===== config.mk =====
export PLATFORM = sky130hd
export DESIGN_NAME = nearest_palette_color_search
export DESIGN_NICKNAME = d
export VERILOG_FILES = /design/src/sv/npcs_pkg.sv /design/src/sv/nearest_palette_color_search.sv /design/src/sv/npcs_ctrl.sv /design/src/sv/npcs_dpath.sv
export SDC_FILE = /design/constraint.sdc
export NUM_CORES = 1
export LEC_CHECK = 0
export BUFFER_PORTS_ARGS = -buffer_cell sky130_fd_sc_hd__clkbuf_2
export CAP_MARGIN = 20
export CORE_UTILIZATION = 70
export CTS_BUF_LIST = sky130_fd_sc_hd__clkbuf_8
export DETAILED_ROUTE_END_ITERATION = 6
export PLACE_DENSITY_LB_ADDON = 0.3
export SLEW_MARGIN = 20
export SYNTH_ARGS = -nofsm -noshare
export SYNTH_HDL_FRONTEND = slang
export SYNTH_SLANG_ARGS = --single-unit

===== constraint.sdc =====
create_clock -name clk -period 16.7 [get_ports clk]
set_input_delay 1.67 -clock clk [delete_from_list [all_inputs] [get_ports clk]]
set_output_delay 1.67 -clock clk [all_outputs]
set_load 0.05 [all_outputs]

===== src/sv/npcs_pkg.sv =====
// ----------------------------------------------------------------------------
// npcs_pkg: shared types and constants of the nearest palette colour search
// Field widths, the controller state type and the command word that the
// controller sends to the datapath.
// ----------------------------------------------------------------------------
package npcs_pkg;

  // Field widths fixed by the stream format.
  localparam int COMP_W = 8;
  localparam int IDX_W  = 4;
  localparam int DIST_W = 18;
  localparam int CFG_W  = 5;

  // Register reset value and the distance reported when nothing is searched.
  localparam logic [CFG_W-1:0]  CFG_RESET = 5'd16;
  localparam logic [DIST_W-1:0] DIST_MAX  = '1;

  // Operation carried in tuser.
  localparam logic OP_WRITE = 1'b0;
  localparam logic OP_QUERY = 1'b1;

  // Controller states.
  typedef enum logic [2:0] {
    ST_IDLE,
    ST_SCAN,
    ST_DRAIN_A,
    ST_DRAIN_B,
    ST_FIN
  } state_t;

  // Commands from the controller to the datapath.
  typedef struct packed {
    logic start;     // latch the query pixel and reset the best match
    logic wr_en;     // write the incoming word into the palette
    logic rd_en;     // read one palette entry at the scan address
    logic load_out;  // copy the best match into the output register
  } cmd_t;

endpackage


===== src/sv/nearest_palette_color_search.sv =====
// ----------------------------------------------------------------------------
// nearest_palette_color_search: nearest palette colour by squared RGB distance
// Top level joining the controller and the datapath to the stream ports.
// ----------------------------------------------------------------------------
// A word with tuser low writes its colour into palette slot entry_index, and
// the next word can follow straight after. A word with tuser high is a query:
// the block reads min(entries_in_use, PALETTE_DEPTH) = N entries one per
// cycle through the single read port of the palette memory, then drains the
// distance and compare pipeline and loads the output register before the
// input reopens (with N zero it goes straight to the load). The result word
// waits in its own register, so the next word is taken while it is still
// unread; only a query that finishes while the previous result is still held
// waits for it to be taken. Slots are undefined after reset and must be
// written before a query searches them.
// The entry count register may be written at any time the block is idle.
module nearest_palette_color_search import npcs_pkg::*; #(
  parameter int PALETTE_DEPTH = 16
) (
  input  logic        clk,
  input  logic        rst_n,
  // Input stream.
  input  logic        in_tvalid,
  output logic        in_tready,
  input  logic [31:0] in_tdata,   // entry_index[3:0], red[11:4], green[19:12],
                                  // blue[27:20], zero[31:28]
  input  logic        in_tuser,   // opcode[0]
  // Result stream.
  output logic        out_tvalid,
  input  logic        out_tready,
  output logic [23:0] out_tdata,  // nearest_index[3:0], nearest_distance_sq[21:4],
                                  // zero[23:22]
  // Entry count register write.
  input  logic        cfg_valid,
  output logic        cfg_ready,
  input  logic [4:0]  cfg_data    // entries_in_use
);

  localparam int ADDR_W = (PALETTE_DEPTH > 1) ? $clog2(PALETTE_DEPTH) : 1;

  cmd_t                cmd;
  logic [ADDR_W-1:0]   rd_addr;
  logic [IDX_W-1:0]    nearest_index;
  logic [DIST_W-1:0]   nearest_distance_sq;

  // Controller.
  npcs_ctrl #(
    .PALETTE_DEPTH (PALETTE_DEPTH)
  ) u_ctrl (
    .clk        (clk),
    .rst_n      (rst_n),
    .in_tvalid  (in_tvalid),
    .in_opcode  (in_tuser),
    .in_tready  (in_tready),
    .out_tvalid (out_tvalid),
    .out_tready (out_tready),
    .cfg_valid  (cfg_valid),
    .cfg_data   (cfg_data),
    .cfg_ready  (cfg_ready),
    .cmd        (cmd),
    .rd_addr    (rd_addr)
  );

  // Datapath.
  npcs_dpath #(
    .PALETTE_DEPTH (PALETTE_DEPTH)
  ) u_dpath (
    .clk                 (clk),
    .rst_n               (rst_n),
    .cmd                 (cmd),
    .rd_addr             (rd_addr),
    .entry_index         (in_tdata[3:0]),
    .red                 (in_tdata[11:4]),
    .green               (in_tdata[19:12]),
    .blue                (in_tdata[27:20]),
    .nearest_index       (nearest_index),
    .nearest_distance_sq (nearest_distance_sq)
  );

  assign out_tdata = {2'b00, nearest_distance_sq, nearest_index};

`ifndef ASSERT_OFF
  // A query keeps the input closed in the cycle after it is taken.
  a_query_busy: assert property (@(posedge clk) disable iff (!rst_n)
    (in_tvalid && in_tready && (in_tuser == OP_QUERY)) |=> !in_tready)
    else $error("input reopened right after a query was taken");

  // The palette is never written while a scan reads it.
  a_no_wr_during_rd: assert property (@(posedge clk) disable iff (!rst_n)
    !(cmd.wr_en && cmd.rd_en))
    else $error("palette written during a scan");

  // The greatest distance only appears when no entry was searched.
  a_empty_result: assert property (@(posedge clk) disable iff (!rst_n)
    (out_tvalid && (out_tdata[21:4] == DIST_MAX)) |-> (out_tdata[3:0] == '0))
    else $error("empty search result carries a non-zero index");
`endif

endmodule


===== src/sv/npcs_ctrl.sv =====
// ----------------------------------------------------------------------------
// npcs_ctrl: controller of the nearest palette colour search
// Holds the entry count register, steps the scan address over the palette,
// drains the datapath pipeline and owns the output valid flag.
// ----------------------------------------------------------------------------
module npcs_ctrl import npcs_pkg::*; #(
  parameter int PALETTE_DEPTH = 16
) (
  input  logic                                   clk,
  input  logic                                   rst_n,
  input  logic                                   in_tvalid,
  input  logic                                   in_opcode,
  output logic                                   in_tready,
  output logic                                   out_tvalid,
  input  logic                                   out_tready,
  input  logic                                   cfg_valid,
  input  logic [CFG_W-1:0]                       cfg_data,
  output logic                                   cfg_ready,
  output cmd_t                                   cmd,
  output logic [((PALETTE_DEPTH > 1) ? $clog2(PALETTE_DEPTH) : 1)-1:0] rd_addr
);

  localparam int ADDR_W = (PALETTE_DEPTH > 1) ? $clog2(PALETTE_DEPTH) : 1;
  localparam int CNT_W  = $clog2(PALETTE_DEPTH + 1);

  state_t              state_r, state_nxt;
  logic [ADDR_W-1:0]   addr_r, addr_nxt;
  logic [ADDR_W-1:0]   last_r, last_nxt;
  logic                out_valid_r, out_valid_nxt;
  logic [CFG_W-1:0]    cfg_entries_r;
  logic [CNT_W-1:0]    eff_cnt;

  // The register is always ready to take a word.
  assign cfg_ready  = 1'b1;
  assign out_tvalid = out_valid_r;
  assign rd_addr    = addr_r;

  // Entry count register.
  always_ff @(posedge clk) begin
    if (!rst_n) begin
      cfg_entries_r <= CFG_RESET;
    end else if (cfg_valid) begin
      cfg_entries_r <= cfg_data;
    end
  end

  // Number of entries actually searched, clamped to the palette depth.
  always_comb begin
    if (32'(cfg_entries_r) > PALETTE_DEPTH) begin
      eff_cnt = CNT_W'(PALETTE_DEPTH);
    end else begin
      eff_cnt = CNT_W'(cfg_entries_r);
    end
  end

  // State, scan address and output valid registers.
  always_ff @(posedge clk) begin
    if (!rst_n) begin
      state_r     <= ST_IDLE;
      addr_r      <= '0;
      last_r      <= '0;
      out_valid_r <= 1'b0;
    end else begin
      state_r     <= state_nxt;
      addr_r      <= addr_nxt;
      last_r      <= last_nxt;
      out_valid_r <= out_valid_nxt;
    end
  end

  // Next state and commands.
  always_comb begin
    state_nxt = state_r;
    addr_nxt  = addr_r;
    last_nxt  = last_r;
    in_tready = 1'b0;
    cmd       = '0;
    case (state_r)
      ST_IDLE: begin
        in_tready = 1'b1;
        if (in_tvalid) begin
          if (in_opcode == OP_WRITE) begin
            cmd.wr_en = 1'b1;
          end else begin
            cmd.start = 1'b1;
            addr_nxt  = '0;
            last_nxt  = ADDR_W'(eff_cnt - 1'b1);
            if (eff_cnt == '0) begin
              state_nxt = ST_FIN;
            end else begin
              state_nxt = ST_SCAN;
            end
          end
        end
      end
      ST_SCAN: begin
        cmd.rd_en = 1'b1;
        if (addr_r == last_r) begin
          state_nxt = ST_DRAIN_A;
        end else begin
          addr_nxt = addr_r + 1'b1;
        end
      end
      ST_DRAIN_A: begin
        state_nxt = ST_DRAIN_B;
      end
      ST_DRAIN_B: begin
        state_nxt = ST_FIN;
      end
      ST_FIN: begin
        if (!out_valid_r || out_tready) begin
          cmd.load_out = 1'b1;
          state_nxt    = ST_IDLE;
        end
      end
      default: begin
        state_nxt = ST_IDLE;
      end
    endcase
  end

  // The output word stays until it is taken, unless a new one replaces it.
  always_comb begin
    if (cmd.load_out) begin
      out_valid_nxt = 1'b1;
    end else if (out_tready) begin
      out_valid_nxt = 1'b0;
    end else begin
      out_valid_nxt = out_valid_r;
    end
  end

endmodule


===== src/sv/npcs_dpath.sv =====
// ----------------------------------------------------------------------------
// npcs_dpath: datapath of the nearest palette colour search
// Palette memory, squared distance stage, best match compare and the output
// register.
// ----------------------------------------------------------------------------
module npcs_dpath import npcs_pkg::*; #(
  parameter int PALETTE_DEPTH = 16
) (
  input  logic                                   clk,
  input  logic                                   rst_n,
  input  cmd_t                                   cmd,
  input  logic [((PALETTE_DEPTH > 1) ? $clog2(PALETTE_DEPTH) : 1)-1:0] rd_addr,
  input  logic [IDX_W-1:0]                       entry_index,
  input  logic [COMP_W-1:0]                      red,
  input  logic [COMP_W-1:0]                      green,
  input  logic [COMP_W-1:0]                      blue,
  output logic [IDX_W-1:0]                       nearest_index,
  output logic [DIST_W-1:0]                      nearest_distance_sq
);

  localparam int ADDR_W  = (PALETTE_DEPTH > 1) ? $clog2(PALETTE_DEPTH) : 1;
  localparam int ENTRY_W = 3 * COMP_W;
  localparam int SQ_W    = 2 * COMP_W;

  logic [ENTRY_W-1:0] mem [PALETTE_DEPTH];
  logic [ENTRY_W-1:0] rdata_r;
  logic [ENTRY_W-1:0] pix_r;
  logic               s1_vld_r;
  logic [ADDR_W-1:0]  s1_idx_r;
  logic               s2_vld_r;
  logic [ADDR_W-1:0]  s2_idx_r;
  logic [DIST_W-1:0]  s2_dist_r;
  logic [ADDR_W-1:0]  best_idx_r;
  logic [DIST_W-1:0]  best_dist_r;
  logic [IDX_W-1:0]   out_idx_r;
  logic [DIST_W-1:0]  out_dist_r;
  logic               wr_ok;
  logic [COMP_W-1:0]  dr, dg, db;
  logic [SQ_W-1:0]    sqr, sqg, sqb;
  logic [DIST_W-1:0]  dist_sum;

  function automatic logic [COMP_W-1:0] abs_diff(input logic [COMP_W-1:0] a,
                                                 input logic [COMP_W-1:0] b);
    abs_diff = (a >= b) ? (a - b) : (b - a);
  endfunction

  // Writes to slots beyond the palette are dropped.
  assign wr_ok = cmd.wr_en && (32'(entry_index) < PALETTE_DEPTH);

  // Palette memory: one write port, one registered read port.
  always_ff @(posedge clk) begin
    if (wr_ok) begin
      mem[ADDR_W'(entry_index)] <= {red, green, blue};
    end
    if (cmd.rd_en) begin
      rdata_r <= mem[rd_addr];
    end
  end

  // Query pixel, latched when the query is taken.
  always_ff @(posedge clk) begin
    if (cmd.start) begin
      pix_r <= {red, green, blue};
    end
  end

  // Squared distance between the read entry and the pixel.
  always_comb begin
    dr       = abs_diff(rdata_r[3*COMP_W-1:2*COMP_W], pix_r[3*COMP_W-1:2*COMP_W]);
    dg       = abs_diff(rdata_r[2*COMP_W-1:COMP_W],   pix_r[2*COMP_W-1:COMP_W]);
    db       = abs_diff(rdata_r[COMP_W-1:0],          pix_r[COMP_W-1:0]);
    sqr      = SQ_W'(dr) * SQ_W'(dr);
    sqg      = SQ_W'(dg) * SQ_W'(dg);
    sqb      = SQ_W'(db) * SQ_W'(db);
    dist_sum = DIST_W'(sqr) + DIST_W'(sqg) + DIST_W'(sqb);
  end

  // Pipeline valid flags.
  always_ff @(posedge clk) begin
    if (!rst_n) begin
      s1_vld_r <= 1'b0;
      s2_vld_r <= 1'b0;
    end else begin
      s1_vld_r <= cmd.rd_en;
      s2_vld_r <= s1_vld_r;
    end
  end

  // Pipeline payload: entry index follows its read data, then its distance.
  always_ff @(posedge clk) begin
    s1_idx_r  <= rd_addr;
    s2_idx_r  <= s1_idx_r;
    s2_dist_r <= dist_sum;
  end

  // Best match so far; a strictly smaller distance is needed to replace it,
  // so the lowest index wins a tie. Every real distance beats the start value.
  always_ff @(posedge clk) begin
    if (cmd.start) begin
      best_idx_r  <= '0;
      best_dist_r <= DIST_MAX;
    end else if (s2_vld_r && (s2_dist_r < best_dist_r)) begin
      best_idx_r  <= s2_idx_r;
      best_dist_r <= s2_dist_r;
    end
  end

  // Output register.
  always_ff @(posedge clk) begin
    if (cmd.load_out) begin
      out_idx_r  <= IDX_W'(best_idx_r);
      out_dist_r <= best_dist_r;
    end
  end

  assign nearest_index       = out_idx_r;
  assign nearest_distance_sq = out_dist_r;

endmodule

**Word-level counts from Yosys, hierarchy flattened**

Memory sizes are Yosys's and may differ from the RTL's. A register that Yosys moved wholly into a read port is not among the register bits.
Index checks and enable logic that the tools add are counted.

- Word-level logic and storage cells: 80
- Memory bits (writable): 384
- Flip-flop bits (word level): 113
- Output and inout bits: 27
- Memories kept: 1
- Input port bits: 43

Memory list:

| name | words | bits a word | rd ports | clocked after Yosys merged registers in | write ports | RTL line | text |
|---|---|---|---|---|---|---|---|
| u_dpath.mem | 16 | 24 | 1 | 1 | 1 | npcs_dpath.sv:25 | `logic [ENTRY_W-1:0] mem [PALETTE_DEPTH];` |

- $lt $le $gt $ge: 5
- Mux-type cells: 26
- Add/sub/neg operators: 10
- Equality and inequality tests: 10
- Reductions and logical operators: 10
- Multiply operators: 3

Operators with widths:

| kind | number |
|---|---|
| $mul 8x8->16 | 3 |
| $sub 8x8->8 | 6 |
| $ge 8x8->1 | 3 |
| $mux 8 | 3 |
| $add 18x16->18 | 1 |
| $lt 18x18->1 | 1 |
| $add 16x16->17 | 1 |
| $mux 3 | 5 |
| $pmux 3 s5 | 1 |
| $mux 4 | 3 |
| $mux 1 | 10 |
| $pmux 4 s2 | 1 |
| $reduce_and 4->1 | 2 |
| $eq 3x2->1 const B | 2 |
| $ne 2x2->1 const B | 3 |
| $gt 5x5->1 const B | 1 |
| $logic_not 5->1 | 1 |
| $mux 5 | 1 |
| $add 4x1->4 const B | 1 |
| $eq 4x4->1 | 1 |
| $mux 2 | 2 |
| $ne 2x1->1 const B | 2 |
| $reduce_bool 2->1 | 2 |
| $sub 4x1->4 const B | 1 |
| other kinds (7) | 7 |

**Depth between registers and ports, before layout**

Gate-level depths: netlist of the first run.

- Depth after elaboration: 7
- Mapped depth: 41
- Gate-level depth less buffers: 41

**By module**

Synthesis of the first run repeated with hierarchy kept, for this count alone.

- Cell total of the unflattened synthesis: 1775
- Area, all modules: 26719.4 µm²

Modules (own cells, without submodules):

| module | sequential area each (µm²) | instances | area an instance (µm²) | cells an instance |
|---|---|---|---|---|
| npcs_dpath | 14634.0 | 1 | 25798.5 | 1672 |
| npcs_ctrl | 340.3 | 1 | 902.1 | 100 |
| nearest_palette_color_search | 0.0 | 1 | 18.8 | 3 |

**Least setup slack after synthesis of the first run**

Ideal clock, no wire load.

- Path kind: reg2reg
- Start: register u_dpath.rdata_r[16] (read register of u_dpath.mem)
- End: register u_dpath.s2_dist_r[17]
- Required time: 16.628 ns
- Library setup time: 0.072 ns
- Clock period less this slack: 10.148 ns
- Cell stages (with the launch flop): 39
- Buffers on the path: 0
- Path slack: 6.552 ns
- Arrival: 10.076 ns
- Cell sequence: edfxtp_1 -> inv_1 -> ha_1 -> inv_1 -> fa_1 -> a21o_1 -> a21oi_2 -> a21oi_2 -> a211oi_4 -> mux2i_1 -> xor2_1 -> nand2_1 -> fa_1 -> fa_1 -> fa_1 -> inv_1 -> fa_1 -> fa_1 -> (+3 left out) -> ha_1 -> a21oi_1 -> xor2_1 -> fa_1 -> fa_1 -> inv_1 -> fa_1 -> inv_1 -> fa_1 -> inv_1 -> ha_1 -> o21a_1 -> o31a_1 -> or3_1 -> a21oi_1 -> o211ai_1 -> a221oi_1 -> xnor2_1

- Word-level cells in the longest chain between the ends: 5
- Elaborated cells on any way between the ends: 7
- Classes of those cells: add/sub: 4; mul: 1; order compare: 1; mux: 1

Ends and longest elaborated chain:

| element | RTL line | text |
|---|---|---|
| from (decl) | npcs_dpath.sv:26 | `logic [ENTRY_W-1:0] rdata_r;` |
| $sub 8x8->8 or $ge 8x8->1 (tied branches) | npcs_dpath.sv:44 | `abs_diff = (a >= b) ? (a - b) : (b - a);` |
| $mux 8 * | npcs_dpath.sv:44 |  |
| $mul 8x8->16 * | npcs_dpath.sv:72 | `sqr = SQ_W'(dr) * SQ_W'(dr);` |
| $add 16x16->17 * | npcs_dpath.sv:75 | `dist_sum = DIST_W'(sqr) + DIST_W'(sqg) + DIST_W'(sqb);` |
| $add 18x16->18 * | npcs_dpath.sv:75 |  |
| named net u_dpath.dist_sum[17] | npcs_dpath.sv:40 | `logic [DIST_W-1:0] dist_sum;` |
| to (signal assigned) | npcs_dpath.sv:93 | `s2_dist_r <= dist_sum;` |
| to (decl) | npcs_dpath.sv:32 | `logic [DIST_W-1:0] s2_dist_r;` |

Mark *: on every way through the listed nets, which the timed path passes. The rest lies on a longest branch.
A chain may end at the register's enable or synchronous reset.

**Worst setup path after layout of the first run**

Ends and elaborated chain as after synthesis.

==> metrics.txt, run 1 <==
status completed; Setup CP Type reg2reg; initial antenna violation count 1; Pre-Repair DR Iteration Count 5; Peak Freq 87.7 MHz; CP Launch Type register; Synth top area share 0.507; clock skew 45.2 ps; number of synthesized flops with an enable pin 454; Top cell by count, worst path fa_1; period utilisation layout 0.683; H-tree depth 3; Starting Density 0.712; crit path from u_dpath.rdata_r[16]$_DFFE_PP_; Slew @ Worst Pin 1050 ps; Tmin final 11,400 ps; cells after synthesis 1,825; CP Max Fanout 8; vias in the first global route 16,075; DP HPWL 35,800 um; final setup fails 0; TritonCTS buffer count 81; Clock Tree Buf Depth 3; post-cts resize count 0; Mapped Area 0.0269 mm^2; Post-CTS Setup Inserts 0; leading area contributor after synthesis edfxtp_1; core area 0.0378 mm^2; Worst Hold Launch u_dpath.s1_idx_r[2]$_DFF_P_; FFs w/ async S/R, synth 0; row count 71; count of cell types in the netlist 69; gpl congestion 0.939; RSZ-0062 raised after global routing no; Critical R2R Launch u_dpath.rdata_r[16]$_DFFE_PP_; largest net degree at the start of global routing 61; post-route ant nets 0; drt total wl 56,200 um; wire length per cell 22.3 um; num ports 70; Mean Syn Cell Area 14.7 um^2; filler instances 2,142; Area growth syn-to-layout 9.19%; total gr overflow 0; layout cells sized above 1 0.176; hold-fix buffers at CTS 0; top cells by area, synth edfxtp_1 51%, mux4_2 10%, fa_1 9.1%; Max-cap violations 0; Cell Count, Final, Fillers Out 2,517; die area 0.0392 mm^2; setup TNS 0 ps; Seq cells post-synth 521; die height 198 um; Synth warnings 0; CTS tree yes; first-pass GRT wire length 87,200 um; clock-pin slew on the worst setup and hold paths 80 ps; DR iter-0 viols 1,258; vias per inst 6.09; die width 198 um; Vias 15,333; crit path capture type register; Residual DRC 0; slowest CP cell xor2_1; Max Slew Vio Count 0; critical path data arrival time 11,980 ps; placed insts 2,372; Worst Path Required 17,270 ps; register area share after synthesis 0.557; Most used DFF post-synth edfxtp_1; worst min path class reg2reg; Fin. Hold Viols 0; Critical Path Max Stage Delay 650 ps; Slew headroom 0.303; clk sink count 521; IO Port Bufs 62; Clk Latency, worst-skew pair 640 ps; nets@finish 2,267; Root Buffer clkbuf_8; gr usage total 0.302
## flip-flops by register name, summed over array words and instances (netlist names)
register	cells
u_ctrl.last_r	4
u_dpath.mem	384
u_dpath.nearest_index	4
u_ctrl.rd_addr	4
u_dpath.s1_idx_r	4
u_ctrl.state_r	3
u_dpath.rdata_r	24
u_dpath.best_idx_r	4
u_dpath.best_dist_r	18
u_dpath.s2_vld_r	1
u_dpath.pix_r	24
u_dpath.s2_idx_r	4
u_dpath.s1_vld_r	1
u_ctrl.out_tvalid	1
u_dpath.nearest_distance_sq	18
u_dpath.s2_dist_r	18
u_ctrl.cfg_entries_r	5
## kinds of logic (layout without fill, tap and decap cells)
logic type | count (synthesis) | count (layout) | synth area share
buffers and inverters | 316 | 495 | 0.0463
and+or+nand+nor | 300 | 300 | 0.0528
adders and majority gates | 280 | 280 | 0.164
AOI/OAI and AO/OA | 206 | 206 | 0.0504
DFF | 521 | 521 | 0.557
xor gates and xnor gates | 57 | 57 | 0.0194
other | 2 | 4 | 0.000279
muxes | 143 | 143 | 0.109
## cells in the final DEF, fill, tap and decap left out, types with 4 or more instances in the layout
cell      instances
or2_2             4
nand3_1          15
ha_1            158
nor2b_1          19
mux2i_1          21
xor2_1           25
and3_1            7
clkinv_2          7
o21a_1           12
buf_4            29
xnor2_1          29
o21ai_0          27
a21oi_1          61
a31oi_1          26
edfxtp_1        454
nand3b_1          4
clkinv_1         15
nor3_2            7
clkbuf_8         82
nor2_2            9
a221o_1           4
a21o_1           28
nand2b_1         26
nand4_1           9
o211ai_1          8
clkbuf_2         62
mux4_2          120
inv_1           288
and2_1            6
o21bai_1          5
nor2_1           88
nand2_1          66
fa_1            122
dfxtp_1          64
o211a_1           5
nor3_1           29
## layout make-up
type,count,area (um^2),area share
Sequential cell,521,15000,0.511
Multi-Input combinational cell,989,10700,0.366
Clock buffer,82,1130,0.0385
Inverter,260,977,0.0333
Tap cell,511,639,0.0218
Timing Repair Buffer,91,528,0.0180
Clock inverter,62,360,0.0123
Antenna cell,1,2.50,0.0000853
## metal layers
layer  share of wire  wire, um  track usage  up-vias
met3           0.066      3700       0.0467      159
met4           0.039      2170        0.143        0
li1                -         -            -     6843
met5               0         0            0        -
met2            0.52     29300        0.523      626
met1            0.38     21100        0.374     7705
## through the flow
stage                util  hold WS (ps)  cell area (um^2)  setup WS, ps
floorplan               -           310             26900          6550
global placement    0.738           314             27900          5670
detailed placement  0.738           315             27900          5400
CTS                 0.777           329             29300          5370
global route        0.777           335             29300          4790
finish              0.777           327             29300          5300
## cell usage after synthesis, drive strengths merged, types with 19 or more instances
library cell,instances
nor2b,19
a21oi,63
ha,158
a31oi,26
nor3,36
clkbuf,29
edfxtp,454
buf,27
xor2,25
dfxtp,67
a21o,28
inv,258
nor2,97
fa,122
o21ai,28
nand2b,26
xnor2,32
nand2,68
mux4,120
mux2i,22
## worst max-delay path, delay by kind of cell, from the launching register on
kind            cells  cell delay, ps
compound gates     10            2320
xor+xnor            3            1040
fa+ha+maj          14            6100
buf+inv             8             440
flops               1             410
mux                 1             520
simple gates        2             510
## path summary, 6_finish.rpt
path / cells past startpoint / end / slack (ps)
worst max-delay path: 38 / u_dpath.s2_dist_r[17]$_DFF_P_ / 5300
worst min-delay path: 0 / u_dpath.s2_idx_r[2]$_DFF_P_ / 330
worst max register to register: 38 / u_dpath.s2_dist_r[17]$_DFF_P_ / 5300
worst min register to register: 0 / u_dpath.s2_idx_r[2]$_DFF_P_ / 330
Power of run 1 is left out: the tool's default activity adds up to more than one toggle a clock period on the data nets, which glitch-free logic cannot reach.
==> inputs of run 2 (changes only) <==
--- a/config.mk
+++ b/config.mk
@@ -7,7 +7,7 @@
 export LEC_CHECK = 0
 export BUFFER_PORTS_ARGS = -buffer_cell sky130_fd_sc_hd__clkbuf_2
 export CAP_MARGIN = 20
-export CORE_UTILIZATION = 70
+export CORE_UTILIZATION = 65
 export CTS_BUF_LIST = sky130_fd_sc_hd__clkbuf_8
 export DETAILED_ROUTE_END_ITERATION = 6
 export PLACE_DENSITY_LB_ADDON = 0.3
==> constraint.sdc (replaced) <==
create_clock -name clk -period 11.19 [get_ports clk]
set_input_delay 1.119 -clock clk [delete_from_list [all_inputs] [get_ports clk]]
set_output_delay 1.119 -clock clk [all_outputs]
set_load 0.05 [all_outputs]
==> run 2 against run 1 <==
  * Non-clock buffer count rose by 9
  * Clock-buffer cell count is 3 higher
  * Flip-flop and latch count is the same
  * Wire length shrank 1.0%
  * Hold slack better by 2.5 ps
  * Core utilization shrank 5.4 points
  * Setup slack got worse by 4700 ps
  * Fmax is 7.9% higher
  * Die area grew 7.6%
  * Largest cell class unchanged
==> metrics.txt, run 2 (same netlist as run 1, synthesis figures left out) <==
Max-cap violations 0; IO Port Bufs 62; max FFs per register 384; post-route ant nets 0; Fin. Hold Viols 0; gr usage total 0.275; setup TNS 0 ps; Tmin final 10,570 ps; wire length per cell 21.8 um; worst min path class reg2reg; slowest CP cell fa_1; first-pass GRT wire length 85,700 um; critical path data arrival time 11,140 ps; Clk Latency, worst-skew pair 660 ps; total gr overflow 0; Area growth syn-to-layout 9.86%; num ports 70; DP HPWL 35,700 um; Slew @ Worst Pin 1020 ps; Slew headroom 0.321; status completed; clk sink count 521; Top cell by count, worst path fa_1; Root Buffer clkbuf_8; largest net degree at the start of global routing 63; Peak Freq 94.6 MHz; crit path capture type register; final setup fails 0; Vias 15,267; drt total wl 55,600 um; Max Slew Vio Count 0; CP Max Fanout 6; die width 205 um; die area 0.0422 mm^2; layout cells sized above 1 0.183; vias per inst 5.99; initial antenna violation count 1; most common cell after layout, fill and taps aside edfxtp_1; Starting Density 0.658; RSZ-0062 raised after global routing no; period utilisation layout 0.944; core area 0.0408 mm^2; nets@finish 2,275; most frequent cells in the layout 454 x edfxtp_1, 279 x inv_1, 158 x ha_1; Residual DRC 0; H-tree depth 3; clock-pin slew on the worst setup and hold paths 60 ps; Critical Path Max Stage Delay 550 ps; die height 205 um; TritonCTS buffer count 80; clock skew 29.5 ps; row count 74; CP Launch Type register; CTS tree yes; vias in the first global route 15,620; Clock Tree Buf Depth 3; Reg with most FFs u_dpath.mem; DR iter-0 viols 1,169; Pre-Repair DR Iteration Count 5; Setup CP Type reg2reg; Top Registers u_dpath.mem: 384 flops, u_dpath.pix_r: 24 flops, u_dpath.rdata_r: 24 flops; Worst Path Required 11,760 ps; gpl congestion 0.871
## run 2: cell types whose count changed in the layout (fill, tap and decap cells not counted)
cell,previous run,this run
a221oi_1,1,0
a221oi_2,0,1
buf_4,29,38
bufinv_16,2,4
clkbuf_8,82,85
clkinv_1,15,20
clkinv_8,1,0
clkinvlp_4,3,1
inv_1,288,279
inv_16,1,0
inv_6,0,6
inv_8,2,1
mux2i_1,21,20
mux2i_2,1,2
## run 2: final cells by class
cell class	instances	area (um^2)
tap	532	666
sequential	521	15000
multi-input combinational	989	10700
fill	2536	11300
timing repair buffer	100	596
inverter	260	977
clock buffer	85	1170
antenna	1	2.50
clock inverter	61	395
## run 2: metrics by stage
| step | worst slack [ps] | utilization | area (um^2) | std cells | hold WS, ps |
|---|---|---|---|---|---|
| 2_1_floorplan | 1040 | - | 26900 | 1826 | 310 |
| 4_1_cts | 305 | 0.722 | 29500 | 2545 | 325 |
| 3_5_place_dp | 380 | 0.684 | 27900 | 2399 | 319 |
| 3_3_place_gp | 568 | 0.684 | 27900 | 2399 | 316 |
| 6_report | 623 | 0.723 | 29500 | 2549 | 330 |
| 5_1_grt | 61.9 | 0.723 | 29500 | 2549 | 337 |
## run 2: routing by layer
| layer | part of all wire | wire, um | track usage |
|---|---|---|---|
| met1 | 0.40 | 22400 | 0.363 |
| met2 | 0.51 | 28300 | 0.462 |
| met3 | 0.062 | 3470 | 0.0424 |
| met4 | 0.026 | 1440 | 0.106 |
| met5 | 0 | 0 | 0 |
## run 2: timing repair
item                       4_1_cts  5_1_grt
gates resized for setup          0        2
setup buffers                    0        3
setup endpoints to repair        0        2
hold buffers                     0        0
hold endpoints to repair         0        0
## run 2: path summary, 6_finish.rpt
kind	cells after the start	end	from	slack [ps]
setup / recovery	41	u_dpath.s2_dist_r[17]$_DFF_P_	u_dpath.rdata_r[16]$_DFFE_PP_	620
hold / removal	0	u_dpath.s2_idx_r[3]$_DFF_P_	u_dpath.s1_idx_r[3]$_DFF_P_	330
setup reg to reg	41	u_dpath.s2_dist_r[17]$_DFF_P_	u_dpath.rdata_r[16]$_DFFE_PP_	620
hold reg to reg	0	u_dpath.s2_idx_r[3]$_DFF_P_	u_dpath.s1_idx_r[3]$_DFF_P_	330
## run 2: critical path: cells and delay by family (launching register included)
family / cells / cell delay, ps
buf+inv: 11 / 920
flops: 1 / 400
compound gates: 10 / 1830
fa+ha+maj: 14 / 6120
xor+xnor: 3 / 500
simple gates: 2 / 450
mux: 1 / 240
Power of run 2 is left out for the same reason.
==> inputs of run 3 (changes only) <==
--- a/config.mk
+++ b/config.mk
@@ -7,10 +7,12 @@
 export LEC_CHECK = 0
 export BUFFER_PORTS_ARGS = -buffer_cell sky130_fd_sc_hd__clkbuf_2
 export CAP_MARGIN = 20
-export CORE_UTILIZATION = 65
+export CORE_MARGIN = 10
+export CORE_UTILIZATION = 55
 export CTS_BUF_LIST = sky130_fd_sc_hd__clkbuf_8
 export DETAILED_ROUTE_END_ITERATION = 6
 export PLACE_DENSITY_LB_ADDON = 0.3
+export SETUP_SLACK_MARGIN = 0.02
 export SLEW_MARGIN = 20
 export SYNTH_ARGS = -nofsm -noshare
 export SYNTH_HDL_FRONTEND = slang
==> run 3 against run 2 <==
  * Core utilization down 11 points
  * Flip-flop and latch count unchanged
  * Critical path type unchanged
  * Clock-buffer cell count up 1
  * Critical path depth down 1
  * Largest cell class unchanged
  * Register-to-register slack worse by 30 ps
==> metrics.txt, run 3 (same netlist as run 1, synthesis figures left out) <==
CP top delay family adder cells; Vias 14,936; final setup fails 0; Post-CTS Setup Inserts 0; nets@finish 2,276; worst min path class reg2reg; Max-cap violations 0; H-tree depth 3; Worst Path Required 11,800 ps; post-route ant nets 0; vias per inst 5.67; M1 GR Usage 0.246; core area 0.0480 mm^2; first-pass GRT wire length 84,100 um; hold depth 0; Slew @ Worst Pin 987 ps; Fin. Hold Viols 0; most frequent cells in the layout 454 x edfxtp_1, 284 x inv_1, 158 x ha_1; clock skew 30.1 ps; Setup CP Type reg2reg; num ports 70; Critical Path Max Stage Delay 540 ps; slowest CP cell fa_1; GRT busiest layer met2; post-cts resize count 0; gr usage total 0.189; most common cell after layout, fill and taps aside edfxtp_1; IO Port Bufs 62; Residual DRC 0; Root Buffer clkbuf_8; Reg with most FFs u_dpath.mem; largest net degree at the start of global routing 58; Top cell by count, worst path fa_1; Clock Tree Buf Depth 3; drt total wl 54,000 um; DP HPWL 34,500 um; CP Max Fanout 6; M2 GR Usage 0.321; hold-fix buffers at CTS 0; Worst Path Buf+Inv 10; status completed; setup TNS 0 ps; die height 241 um; Starting Density 0.559; RSZ-0062 raised after global routing no; layout cells sized above 1 0.183; multi-input combinational cell area 0.0107 mm^2; Critical Path Stages 40; DR iter-0 viols 953; CP Launch Type register; Clk Latency, worst-skew pair 680 ps; total gr overflow 0; Peak Freq 94.3 MHz; gpl congestion 0.877; Pre-Repair DR Iteration Count 5; die width 241 um; max FFs per register 384; clock-pin slew on the worst setup and hold paths 80 ps; Inserted Diodes 0; TritonCTS buffer count 81; Reg2Reg Depth 40; Max Slew Vio Count 0; row count 80; Tmin final 10,600 ps; wire length per cell 20.5 um; die area 0.0581 mm^2; critical path data arrival time 11,210 ps; CTS tree yes; Top Registers u_dpath.mem: 384 flops, u_dpath.pix_r: 24 flops, u_dpath.rdata_r: 24 flops; period utilisation layout 0.947; FF/Latch Area 0.0150 mm^2; crit path capture type register; filler instances 3,544; Slew headroom 0.342; vias in the first global route 15,219; Area growth syn-to-layout 10.4%; clk sink count 521; initial antenna violation count 2; met3 usage 0.0362
[run 3: cell types whose count changed in the layout (fill, tap and decap cells not counted)]
cell        delta
mux2i_2        +1
clkinv_2       -2
diode_2        -1
inv_1          +5
bufinv_16      +1
clkinvlp_4     +3
clkbuf_8       +1
inv_12         -1
clkinv_4       +1
inv_6          -4
mux2i_1        -1
[run 3: worst paths after layout]
| check | slack (ps) | end | start |
|---|---|---|---|
| worst max-delay path | 590 | u_dpath.s2_dist_r[17]$_DFF_P_ | u_dpath.rdata_r[16]$_DFFE_PP_ |
| worst min-delay path | 330 | u_dpath.s2_idx_r[1]$_DFF_P_ | u_dpath.s1_idx_r[1]$_DFF_P_ |
| worst max register to register | 590 | u_dpath.s2_dist_r[17]$_DFF_P_ | u_dpath.rdata_r[16]$_DFFE_PP_ |
| worst min register to register | 330 | u_dpath.s2_idx_r[1]$_DFF_P_ | u_dpath.s1_idx_r[1]$_DFF_P_ |
[run 3: layout make-up]
class / count / area share
inverters: 260 / 0.0329
flip-flops and latches: 521 / 0.505
clock inverters: 64 / 0.0140
well taps: 615 / 0.0259
multi-input cells: 989 / 0.362
clock buffers: 86 / 0.0399
repair buffers: 100 / 0.0201
[run 3: metal layers]
layer,vias up,part of all wire
met4,4,0.019
li1,6857,-
met5,-,0.00039
met2,431,0.51
met3,83,0.054
met1,7561,0.41
[run 3: through the flow]
stage | instance area (um^2) | instances | setup WS (ps) | util | hold slack [ps]
after CTS | 29700 | 2635 | 475 | 0.617 | 325
after global routing | 29700 | 2635 | 59.0 | 0.617 | 330
after floorplan | 26900 | 1826 | 1040 | - | 310
after global placement | 28100 | 2485 | 616 | 0.584 | 317
after detailed placement | 28100 | 2485 | 424 | 0.584 | 313
final | 29700 | 2635 | 588 | 0.617 | 325
Power of run 3 is left out for the same reason.
